$ cat src/sv/sms_pkg.sv
// Shared types and constants for the straight move supervisor.
// No dependencies; imported by sms_decide and straight_move_supervisor_core.
package sms_pkg;

  // Field widths
  localparam int unsigned COUNT_W   = 32;
  localparam int unsigned ECHO_W    = 16;
  localparam int unsigned TIME_W    = 32;
  localparam int unsigned TARGET_W  = 15;
  localparam int unsigned SPEED_W   = 8;
  localparam int unsigned TPM_W     = 20;
  localparam int unsigned TMO_W     = 16;
  localparam int unsigned DELTA_W   = 8;
  localparam int unsigned STALL_W   = 3;
  localparam int unsigned OBST_W    = 8;
  localparam int unsigned OBST_LIM_W = 14;   // obstacle_cm * 58 fits in 14 bits
  localparam int unsigned TTICKS_W  = TARGET_W + TPM_W - 16;

  localparam int unsigned IN_DATA_W  = 104;  // 103 bits of fields, padded to bytes
  localparam int unsigned OUT_DATA_W = 48;   // 45 bits of fields, padded to bytes
  localparam int unsigned CFG_IDX_W  = 3;
  localparam int unsigned CFG_DATA_W = 20;

  // Constants
  localparam logic [OBST_LIM_W-1:0] SONAR_DIV  = 14'd58;
  localparam logic [SPEED_W-1:0]    STOP_SPEED = 8'd128;
  localparam logic [STALL_W-1:0]    STALL_MAX  = 3'd7;

  // Register reset values
  localparam logic [TPM_W-1:0]      TPM_RESET      = 20'd75098;
  localparam logic [OBST_LIM_W-1:0] OBST_LIM_RESET = 14'd2030;   // 35 cm * 58
  localparam logic [TMO_W-1:0]      TMO_RESET      = 16'd10000;
  localparam logic [DELTA_W-1:0]    DELTA_RESET    = 8'd3;
  localparam logic [STALL_W-1:0]    LIMIT_RESET    = 3'd2;

  typedef enum logic [2:0] {
    ST_DRIVING  = 3'd0,
    ST_OBSTACLE = 3'd1,
    ST_REACHED  = 3'd2,
    ST_STALLED  = 3'd3,
    ST_TIMEOUT  = 3'd4
  } status_t;

  typedef enum logic [1:0] {
    ACT_NONE  = 2'd0,
    ACT_STOP  = 2'd1,
    ACT_DRIVE = 2'd2,
    ACT_BACK  = 2'd3
  } action_t;

  typedef enum logic [CFG_IDX_W-1:0] {
    CFG_TICKS_PER_MM = 3'd0,
    CFG_OBSTACLE_CM  = 3'd1,
    CFG_TIMEOUT_MS   = 3'd2,
    CFG_STALL_DELTA  = 3'd3,
    CFG_STALL_LIMIT  = 3'd4
  } cfg_reg_t;

  typedef struct packed {
    logic [TPM_W-1:0]      ticks_per_mm_q16;
    logic [OBST_LIM_W-1:0] obstacle_lim;    // echo_us below this is an obstacle
    logic [TMO_W-1:0]      timeout_ms;
    logic [DELTA_W-1:0]    stall_delta;
    logic [STALL_W-1:0]    stall_limit;
  } cfg_t;

  typedef struct packed {
    logic [COUNT_W-1:0]  encoder_count;
    logic [ECHO_W-1:0]   echo_us;
    logic [TIME_W-1:0]   now_ms;
    logic [TARGET_W-1:0] target_mm;
    logic [SPEED_W-1:0]  drive_speed;
  } item_t;

  typedef struct packed {
    status_t            move_status;
    action_t            motor_action;
    logic [SPEED_W-1:0] motor_speed;
    logic [COUNT_W-1:0] undo_ticks;
  } result_t;

  typedef struct packed {
    logic               timer_armed;
    logic [TIME_W-1:0]  move_start_ms;
    logic               first_tick;
    logic [STALL_W-1:0] stall_count;
    logic [COUNT_W-1:0] previous_count;
  } state_t;

endpackage

$ cat src/sv/sms_decide.sv
// Per-tick decision logic of the straight move supervisor: result and next state.
// Depends on sms_pkg.
module sms_decide (
  input  sms_pkg::cfg_t    cfg,
  input  sms_pkg::state_t  st,
  input  sms_pkg::item_t   it,
  output sms_pkg::result_t res,
  output sms_pkg::state_t  st_next
);
  import sms_pkg::*;

  logic [TIME_W-1:0]             start_ms;
  logic [TIME_W-1:0]             elapsed;
  logic [TARGET_W+TPM_W-1:0]     target_prod;
  logic [TTICKS_W-1:0]           target_ticks;
  logic [COUNT_W-1:0]            count_mag;
  logic signed [COUNT_W:0]       step;
  logic [COUNT_W:0]              step_mag;
  logic                          small_step;
  logic [STALL_W-1:0]            stall_cnt_new;

  // datapath pieces
  always_comb begin
    start_ms     = st.timer_armed ? st.move_start_ms : it.now_ms;
    elapsed      = it.now_ms - start_ms;
    target_prod  = (TARGET_W+TPM_W)'(it.target_mm) * (TARGET_W+TPM_W)'(cfg.ticks_per_mm_q16);
    target_ticks = target_prod[TARGET_W+TPM_W-1:16];
    // most negative count wraps to 2^31, which is its magnitude
    count_mag    = it.encoder_count[COUNT_W-1] ? (~it.encoder_count + 1'b1) : it.encoder_count;
    step         = $signed({it.encoder_count[COUNT_W-1], it.encoder_count})
                 - $signed({st.previous_count[COUNT_W-1], st.previous_count});
    step_mag     = step[COUNT_W] ? (~step + 1'b1) : step;
    small_step   = step_mag < (COUNT_W+1)'(cfg.stall_delta);
    if (!small_step)
      stall_cnt_new = '0;
    else if (st.stall_count == STALL_MAX)
      stall_cnt_new = STALL_MAX;
    else
      stall_cnt_new = st.stall_count + 1'b1;
  end

  // priority decision
  always_comb begin
    st_next                = st;
    st_next.previous_count = it.encoder_count;
    st_next.timer_armed    = 1'b1;
    st_next.move_start_ms  = start_ms;

    res.move_status  = ST_DRIVING;
    res.motor_action = ACT_DRIVE;
    res.motor_speed  = it.drive_speed;
    res.undo_ticks   = '0;

    if (elapsed > TIME_W'(cfg.timeout_ms)) begin
      res.move_status     = ST_TIMEOUT;
      res.motor_action    = ACT_BACK;
      res.motor_speed     = ~it.drive_speed + 1'b1;
      res.undo_ticks      = it.encoder_count;
      st_next.timer_armed = 1'b0;
    end else if (count_mag >= COUNT_W'(target_ticks)) begin
      res.move_status     = ST_REACHED;
      res.motor_action    = ACT_STOP;
      res.motor_speed     = STOP_SPEED;
      st_next.first_tick  = 1'b1;
      st_next.timer_armed = 1'b0;
    end else if (ECHO_W'(it.echo_us) < ECHO_W'(cfg.obstacle_lim)) begin
      // echo/58 < cm  <=>  echo < cm*58
      res.move_status    = ST_OBSTACLE;
      res.motor_action   = ACT_STOP;
      res.motor_speed    = STOP_SPEED;
      st_next.first_tick = 1'b1;
    end else if (!st.first_tick && (stall_cnt_new > cfg.stall_limit)) begin
      res.move_status     = ST_STALLED;
      res.motor_action    = ACT_NONE;
      res.motor_speed     = '0;
      st_next.stall_count = '0;
      st_next.first_tick  = 1'b1;
      st_next.timer_armed = 1'b0;
    end else begin
      if (!st.first_tick)
        st_next.stall_count = stall_cnt_new;
      st_next.first_tick = 1'b0;
    end
  end

endmodule

$ cat src/sv/straight_move_supervisor_core.sv
// Straight move supervisor: input register, decision logic and result register in turn;
// throughput one beat per cycle while m_tready is held high.
// The critical path is the 15x20 target multiply followed by the reached compare.
// Synchronous active-high reset: empties both stages, returns the move state to
// its idle values and the registers to their defaults.
// Depends on sms_pkg and sms_decide.
module straight_move_supervisor_core (
  input  logic                               clk,
  input  logic                               rst,
  // input beats
  input  logic                               s_tvalid,
  output logic                               s_tready,
  // [31:0] encoder_count, [47:32] echo_us, [79:48] now_ms,
  // [94:80] target_mm, [102:95] drive_speed, [103] zero
  input  logic [sms_pkg::IN_DATA_W-1:0]      s_tdata,
  // result beats
  output logic                               m_tvalid,
  input  logic                               m_tready,
  // [2:0] move_status, [4:3] motor_action, [12:5] motor_speed,
  // [44:13] undo_ticks, [47:45] zero
  output logic [sms_pkg::OUT_DATA_W-1:0]     m_tdata,
  // register writes
  input  logic                               cfg_we,
  input  logic [sms_pkg::CFG_IDX_W-1:0]      cfg_index,
  input  logic [sms_pkg::CFG_DATA_W-1:0]     cfg_data
);
  import sms_pkg::*;

  cfg_t    cfg_q;
  state_t  st_q, st_next;
  item_t   in_q;
  logic    in_valid_q;
  result_t res;
  result_t out_q;
  logic    out_valid_q;
  logic    advance;

  // An item moves from the input register to the result register when the
  // result slot is empty or its beat is taken this cycle.
  assign advance  = in_valid_q && (!out_valid_q || m_tready);
  assign s_tready = !in_valid_q || advance;

  // Register file. Obstacle distance is kept pre-scaled by 58 so the
  // datapath compares echo width directly instead of dividing it.
  always_ff @(posedge clk) begin
    if (rst) begin
      cfg_q.ticks_per_mm_q16 <= TPM_RESET;
      cfg_q.obstacle_lim     <= OBST_LIM_RESET;
      cfg_q.timeout_ms       <= TMO_RESET;
      cfg_q.stall_delta      <= DELTA_RESET;
      cfg_q.stall_limit      <= LIMIT_RESET;
    end else if (cfg_we) begin
      case (cfg_index)
        CFG_TICKS_PER_MM: cfg_q.ticks_per_mm_q16 <= cfg_data[TPM_W-1:0];
        CFG_OBSTACLE_CM:  cfg_q.obstacle_lim <= OBST_LIM_W'(cfg_data[OBST_W-1:0]) * SONAR_DIV;
        CFG_TIMEOUT_MS:   cfg_q.timeout_ms   <= cfg_data[TMO_W-1:0];
        CFG_STALL_DELTA:  cfg_q.stall_delta  <= cfg_data[DELTA_W-1:0];
        CFG_STALL_LIMIT:  cfg_q.stall_limit  <= cfg_data[STALL_W-1:0];
        default: ;
      endcase
    end
  end

  // Input register: unpack the beat.
  always_ff @(posedge clk) begin
    if (rst) begin
      in_valid_q <= 1'b0;
    end else if (s_tready) begin
      in_valid_q <= s_tvalid;
    end
  end

  always_ff @(posedge clk) begin
    if (s_tvalid && s_tready) begin
      in_q.encoder_count <= s_tdata[31:0];
      in_q.echo_us       <= s_tdata[47:32];
      in_q.now_ms        <= s_tdata[79:48];
      in_q.target_mm     <= s_tdata[94:80];
      in_q.drive_speed   <= s_tdata[102:95];
    end
  end

  // Decision; the move state is committed in the same cycle the item advances,
  // so the next item in line already sees it.
  sms_decide u_decide (
    .cfg     (cfg_q),
    .st      (st_q),
    .it      (in_q),
    .res     (res),
    .st_next (st_next)
  );

  always_ff @(posedge clk) begin
    if (rst) begin
      st_q.timer_armed    <= 1'b0;
      st_q.move_start_ms  <= '0;
      st_q.first_tick     <= 1'b1;
      st_q.stall_count    <= '0;
      st_q.previous_count <= '0;
    end else if (advance) begin
      st_q <= st_next;
    end
  end

  // Result register
  always_ff @(posedge clk) begin
    if (rst) begin
      out_valid_q <= 1'b0;
    end else if (advance) begin
      out_valid_q <= 1'b1;
    end else if (m_tready) begin
      out_valid_q <= 1'b0;
    end
  end

  always_ff @(posedge clk) begin
    if (advance) begin
      out_q <= res;
    end
  end

  assign m_tvalid = out_valid_q;
  assign m_tdata  = {3'b000, out_q.undo_ticks, out_q.motor_speed,
                     out_q.motor_action, out_q.move_status};

  // Checks
  a_timeout_backs_out: assert property (@(posedge clk) disable iff (rst)
    m_tvalid && (out_q.move_status == ST_TIMEOUT) |-> (out_q.motor_action == ACT_BACK))
    else $error("timeout result without back-out action");

  a_undo_only_on_timeout: assert property (@(posedge clk) disable iff (rst)
    m_tvalid && (out_q.move_status != ST_TIMEOUT) |-> (out_q.undo_ticks == '0))
    else $error("undo distance outside timeout");

  a_stall_clears: assert property (@(posedge clk) disable iff (rst)
    advance && (res.move_status == ST_STALLED) |=> (st_q.stall_count == '0) && st_q.first_tick)
    else $error("stall end did not clear stall state");

  a_reached_disarms: assert property (@(posedge clk) disable iff (rst)
    advance && (res.move_status == ST_REACHED) |=> !st_q.timer_armed && st_q.first_tick)
    else $error("reached did not end the move");

  a_no_overwrite: assert property (@(posedge clk) disable iff (rst)
    out_valid_q && !m_tready |-> !advance)
    else $error("pending result overwritten");

endmodule
$ cat config.mk
export PLATFORM = sky130hd
export DESIGN_NAME = straight_move_supervisor_core
export DESIGN_NICKNAME = d
export VERILOG_FILES = /design/src/sv/sms_pkg.sv /design/src/sv/sms_decide.sv /design/src/sv/straight_move_supervisor_core.sv
export SDC_FILE = /design/constraint.sdc
export NUM_CORES = 1
export LEC_CHECK = 0
export ABC_AREA = 1
export BUFFER_PORTS_ARGS = -buffer_cell sky130_fd_sc_hd__buf_2
export CAP_MARGIN = 10
export CORE_MARGIN = 2
export CORE_UTILIZATION = 30
export CTS_CLUSTER_SIZE = 16
export DETAILED_ROUTE_END_ITERATION = 6
export GPL_ROUTABILITY_DRIVEN = 0
export PLACE_DENSITY = 0.49
export SETUP_SLACK_MARGIN = 0.5
export SYNTH_ARGS = -nofsm -noshare
export SYNTH_HDL_FRONTEND = slang
export SYNTH_SLANG_ARGS = --single-unit
$ cat constraint.sdc
create_clock -name clk -period 9.2 [get_ports clk]
set_clock_uncertainty 0.15 [all_clocks]
set_input_delay 1.38 -clock clk [delete_from_list [all_inputs] [get_ports clk]]
set_output_delay 1.38 -clock clk [all_outputs]
set_load 0.1 [all_outputs]
# Word-level counts from Yosys, hierarchy flattened
# Index checks and enable logic that the tools add are counted.
# Widths: inputs -> output; s select.
dict set report totals {
  ff_bits 279
  latch_bits 0
  mem_bits_rw 0
  mem_bits_ro 0
  input_bits 132
  output_inout_bits 50
  wordCells 86
  n_memories 0
}
dict set report classes {
  add_sub_neg 6
  n_mul 2
  div 0
  magnitude_cmp 5
  n_eq_ne 6
  shifts 0
  n_mux 19
  n_bitwise 6
  reduce_logical 19
}
# cell count
set ops {}
lappend ops {{$mux 32} 2}
lappend ops {{$mul 15x20->35} 1}
lappend ops {{$add 33x1->33 const B} 1}
lappend ops {{$lt 33x8->1} 1}
lappend ops {{$mux 33} 1}
lappend ops {{$not 33->33} 1}
lappend ops {{$sub 32x32->33} 1}
lappend ops {{$add 32x1->32 const B} 1}
lappend ops {{$ge 32x19->1} 1}
lappend ops {{$gt 32x16->1} 1}
lappend ops {{$not 32->32} 1}
lappend ops {{$sub 32x32->32} 1}
lappend ops {{$mux 13} 2}
lappend ops {{$lt 16x14->1} 1}
lappend ops {{$mul 8x5->13 const B} 1}
lappend ops {{$mux 12} 1}
lappend ops {{$reduce_and 2->1} 6}
lappend ops {{$mux 3} 3}
lappend ops {{$add 8x1->8 const B} 1}
lappend ops {{$mux 1} 8}
lappend ops {{$mux 8} 1}
lappend ops {{$not 8->8} 1}
lappend ops {{$eq 3x2->1 const B} 2}
lappend ops {{$eq 3x3->1 const B} 2}
lappend ops {{other kinds (14)} 21}

# Depth between registers and ports, before layout
dict set report logic_depth {
  depth_word 12
  ltp_mapped 45
  depth_no_buf 44
}

# By module
# From an unflattened synthesis, not the netlist that was laid out.
dict set report hier_totals {
  cells_unflattened 3835
  hier_area_um2 28776.3
}
# module n_inst cells_per_inst area_each_um2 seq_area_each_um2
set by_module_without_submodules {}
lappend by_module_without_submodules {sms_decide 1 3003 18886.9 0.0}
lappend by_module_without_submodules {straight_move_supervisor_core 1 832 9889.5 7066.8}

# Least setup slack after synthesis
# OpenSTA, ideal clock, no wires.
dict set report synth_timing {
  path_type {register -> register}
  start {register cfg_q[49] in the netlist's numbering}
  end {register st_q[32] in the netlist's numbering}
  setup_time_ns 0.070
  arrival_time_ns 7.276
  required_time_ns 8.980
  slack_ns 1.703
  stages_incl_launch_ff 39
  n_path_buf 2
  synth_period_minus_slack_ns 7.497
  path_cell_list {dfxtp_1 -> clkbuf_1 -> clkbuf_1 -> nand2_1 -> fa_1 -> fa_1 -> inv_1 -> fa_1 -> fa_1 -> fa_1 -> inv_1 -> fa_1 -> inv_1 -> ha_1 -> nand2_1 -> nor2_1 -> nand4_1 -> o21ai_0 -> [... 3 more ...] -> nand2_1 -> xnor2_1 -> ha_1 -> a21oi_1 -> o21ai_0 -> a21oi_1 -> nand2_1 -> nand2_1 -> nand2_1 -> nand2_1 -> nand3_1 -> nor2_1 -> nand3_1 -> nor2_1 -> nand4_1 -> nor2_1 -> nand4_1 -> a21oi_1}
}
dict set report synth_between {
  elab_chain_len 4
}
# element line
set synth_rtl {}
lappend synth_rtl {{start, declared} straight_move_supervisor_core.sv:29} ;# cfg_t cfg_q;
lappend synth_rtl {{$mul 15x20->35} sms_decide.sv:26} ;# target_prod = (TARGET_W+TPM_W)'(it.target_mm) * (TARGET_W+TPM_W)'(cfg.ticks_per_mm_q16);
lappend synth_rtl {{$ge 32x19->1} sms_decide.sv:60} ;# end else if (count_mag >= COUNT_W'(target_ticks)) begin
lappend synth_rtl {{$not 1->1 (no line)} n/a}
lappend synth_rtl {{$reduce_and 5->1 (no line)} n/a}
lappend synth_rtl {{end signal, assigned} straight_move_supervisor_core.sv:101} ;# st_q <= st_next;
lappend synth_rtl {{end, declared} straight_move_supervisor_core.sv:30} ;# state_t st_q, st_next;
# No other way between the ends.
# A chain may end at the register's enable or synchronous reset.

==> reports/metrics.csv <==
metric,value,unit
outcome,finished clean,
P_sw,3.599,mW
Wirelength per Cell,15.62,um
number of synthesized register bits,278,
critical path type,flop to flop,
FF+latch area,7046,um2
num ports,182,
share of the synthesized area in the top cell type,0.1711,
dpl hpwl,66970,um
peak supply drop,270.4,uV
cell area after layout,32420,um2
Die W,312.5,um
post-synthesis sequential area ratio,0.2465,
Worst Setup End Kind,flop,
"top cells by area, synth","fa_1 17%, edfxtp_1 15%, nand2_1 12%, ha_1 11%, inv_1 10%",
vias in the first global route,23661,
Max Fanout on Critical Path,7,
Pwr Total,7.636,mW
placed cell area,30940,um2
Min-Delay Path Class,flop to flop,
Mean Syn Cell Area,7.496,um2
initial core utilization,0.3018,
Post-DRT Antenna Nets,0,
cts bufs inserted,36,
DR iter-0 viols,1594,
Worst Tran Pin Value,1.310,ns
fmax,122.2,MHz
fin crit share,0.8895,
unrepaired setup endpoints after global routing,yes,
global route total overflow,0,
Core ar.,94590,um2
via count,24172,
worst path arrival time,8.50,ns
DRC Markers,0,
max_cap viols,0,
final setup vio count,0,
pin count of the biggest net entering global routing,89,
setup TNS,0,ns
Pwr Density,235.6,nW/um2
sw frac,0.4713,
Root Buffer,clkbuf_16,
Worst slew margin,0.1201,
cell area after synthesis,28540,um2
Critical Path Most Common Cell,nand2_1,
Nets,4607,
DRT Wirelength,82470,um
count of input and output buffers,176,
Unique masters post-synth,56,
Int Power,4.037,mW
clock power share,0.193,
CTS Buffer Depth,3,
CP max stage delay,0.57,ns
Multi-input gate area,18070,um2
Hold Fails Final Rpt,0,
worst endpoint required time,9.52,ns
Pleak,16.78,nW
first-pass GRT wire length,130500,um
layout cells sized above 1,0.1007,
Seq pwr share,0.187,
die footprint,97630,um2
Clock Sinks,278,
Setup WS post-layout,1.017,ns
H-tree Lvls,2,
ys async rst share,0,
post-layout min period,8.183,ns
clock transition at the registers of the reported paths,0.06,ns
slowest CP cell,fa_1,
Initial DRT Pass Iterations,5,
"area leader, netlist",fa_1,
die height,312.5,um
Final Slew Violations,0,
clock tree from TritonCTS,yes,
pre-CTS setup slack,0.3610,ns
Post-Synthesis Cells,3808,
critical path launch point type,flop,
Clock Latency Late Sink,0.61,ns
combinational share of power,0.619,
YS warnings,0,
num rows,113,
Post-synth EDFFs,147,
GRT Util Overall,0.1694,
initial antenna violation count,5,
Synth Flop Type,edfxtp_1,
DR vias/cell,4.579,
Fin Hold WS,0.3097,ns
area grow syn2layout,13.57,%
number of fillers in the final layout,10135,
cts hold-fix bufs,0,
## cell usage in the layout, fill, tap and decap left out, drive strengths merged, types with 3 or more instances in the layout
master  instances
clkinv         13
o211ai         16
xnor2          14
nand4          49
mux2i          30
buf           249
and2            3
or2             4
a21o            6
nand3         180
o31ai           4
clkbuf         50
xor2           68
ha            246
a21boi          9
a31oi           6
a211oi         33
bufinv          3
inv           810
fa            244
nor2          331
o221ai          4
a21oi         197
nor3           29
nand3b         12
dfxtp         131
nand2         958
edfxtp        147
conb            3
o21ai         148
o21bai          7
## cells in the mapped netlist, types with 11 or more instances
master,instances
a211oi_1,33
a21oi_1,195
clkbuf_1,97
dfxtp_1,131
edfxtp_1,147
fa_1,244
ha_1,246
inv_1,791
inv_2,17
mux2i_1,30
nand2_1,931
nand2_2,25
nand3_1,169
nand3b_1,11
nand4_1,49
nor2_1,316
nor3_1,26
o211ai_1,16
o21ai_0,144
xnor2_1,14
xor2_1,68
## power by group through the flow
stage	logic [mW]	clock network, mW	registers [mW]
floorplan	3.49	0	1.50
global placement	4.68	0	1.46
detailed placement	4.70	0	1.46
CTS	4.74	1.54	1.43
global route	5.54	1.58	1.44
finish	4.73	1.48	1.43
## cells by family (layout without fill, tap and decap cells)
| group | count (synthesis) | count (layout) | share of synthesized area |
|---|---|---|---|
| and+or+nand+nor | 1571 | 1571 | 0.2318 |
| DFF | 278 | 278 | 0.2465 |
| AOI/OAI and AO/OA | 433 | 433 | 0.08403 |
| muxes | 31 | 31 | 0.01091 |
| buffers and inverters | 922 | 1125 | 0.1224 |
| other | 1 | 4 | 0.0001314 |
| xor gates and xnor gates | 82 | 82 | 0.02516 |
| adders and majority gates | 490 | 490 | 0.2790 |
## area by class of cell
type,instances,area share
multi-input cells,2610,0.5574
flip-flops and latches,278,0.2173
inverters,810,0.09395
well taps,1265,0.04883
repair buffers,249,0.04408
clock buffers,50,0.03157
clock inverters,16,0.006755
diodes,1,0.00007720
## per-layer routing
metal	part of all wire	wire, um	vias to the layer above	track usage
li1	-	-	12225	-
met1	0.49	40010	11307	0.2378
met2	0.44	35950	527	0.2671
met3	0.054	4464	103	0.03172
met4	0.024	1988	10	0.04338
met5	0.00069	57	-	0
## metrics by stage
| step | utilization | std cells |
|---|---|---|
| after detailed placement | 0.3271 | 5187 |
| final | 0.3427 | 5279 |
| after floorplan | - | 3810 |
| after global routing | 0.3427 | 5278 |
| after CTS | 0.3409 | 5261 |
| after global placement | 0.3271 | 5187 |
## sequential cells by signal, summed over array words and instances, names as in the netlist
register	count
st_q	69
m_tvalid	1
cfg_q	60
in_valid_q	1
in_q	102
m_tdata	45
## repair_timing
| action | 4_1_cts | 5_1_grt |
|---|---|---|
| gates resized for setup | 2 | 15 |
| endpoints found under the hold margin | 0 | 0 |
| pin swaps | 0 | 2 |
| endpoints found under the setup margin | 5 | 17 |
| setup buffers | 8 | 17 |
## worst max-delay path: cells and delay by family (launching register included)
kind,cells,cell delay (ns)
XOR/XNOR,1,0.23
AO/OA/AOI/OAI,7,1.53
AND/OR/NAND/NOR,14,1.50
flip-flops,1,0.35
buffers and inverters,7,0.58
adder cells (fa/ha/maj),8,3.70
## path summary, 6_finish.rpt
| path | cells past startpoint | endpoint | startpoint | slack (ns) |
|---|---|---|---|---|
| setup reg to reg | 37 | m_tdata[5] | in_q[13] | 1.02 |
| hold reg to reg | 2 | st_q[22] | st_q[22] | 0.31 |
| hold / removal | 2 | st_q[22] | st_q[22] | 0.31 |
| setup / recovery | 37 | m_tdata[5] | in_q[13] | 1.02 |
(Power assumes the default switching activity.)
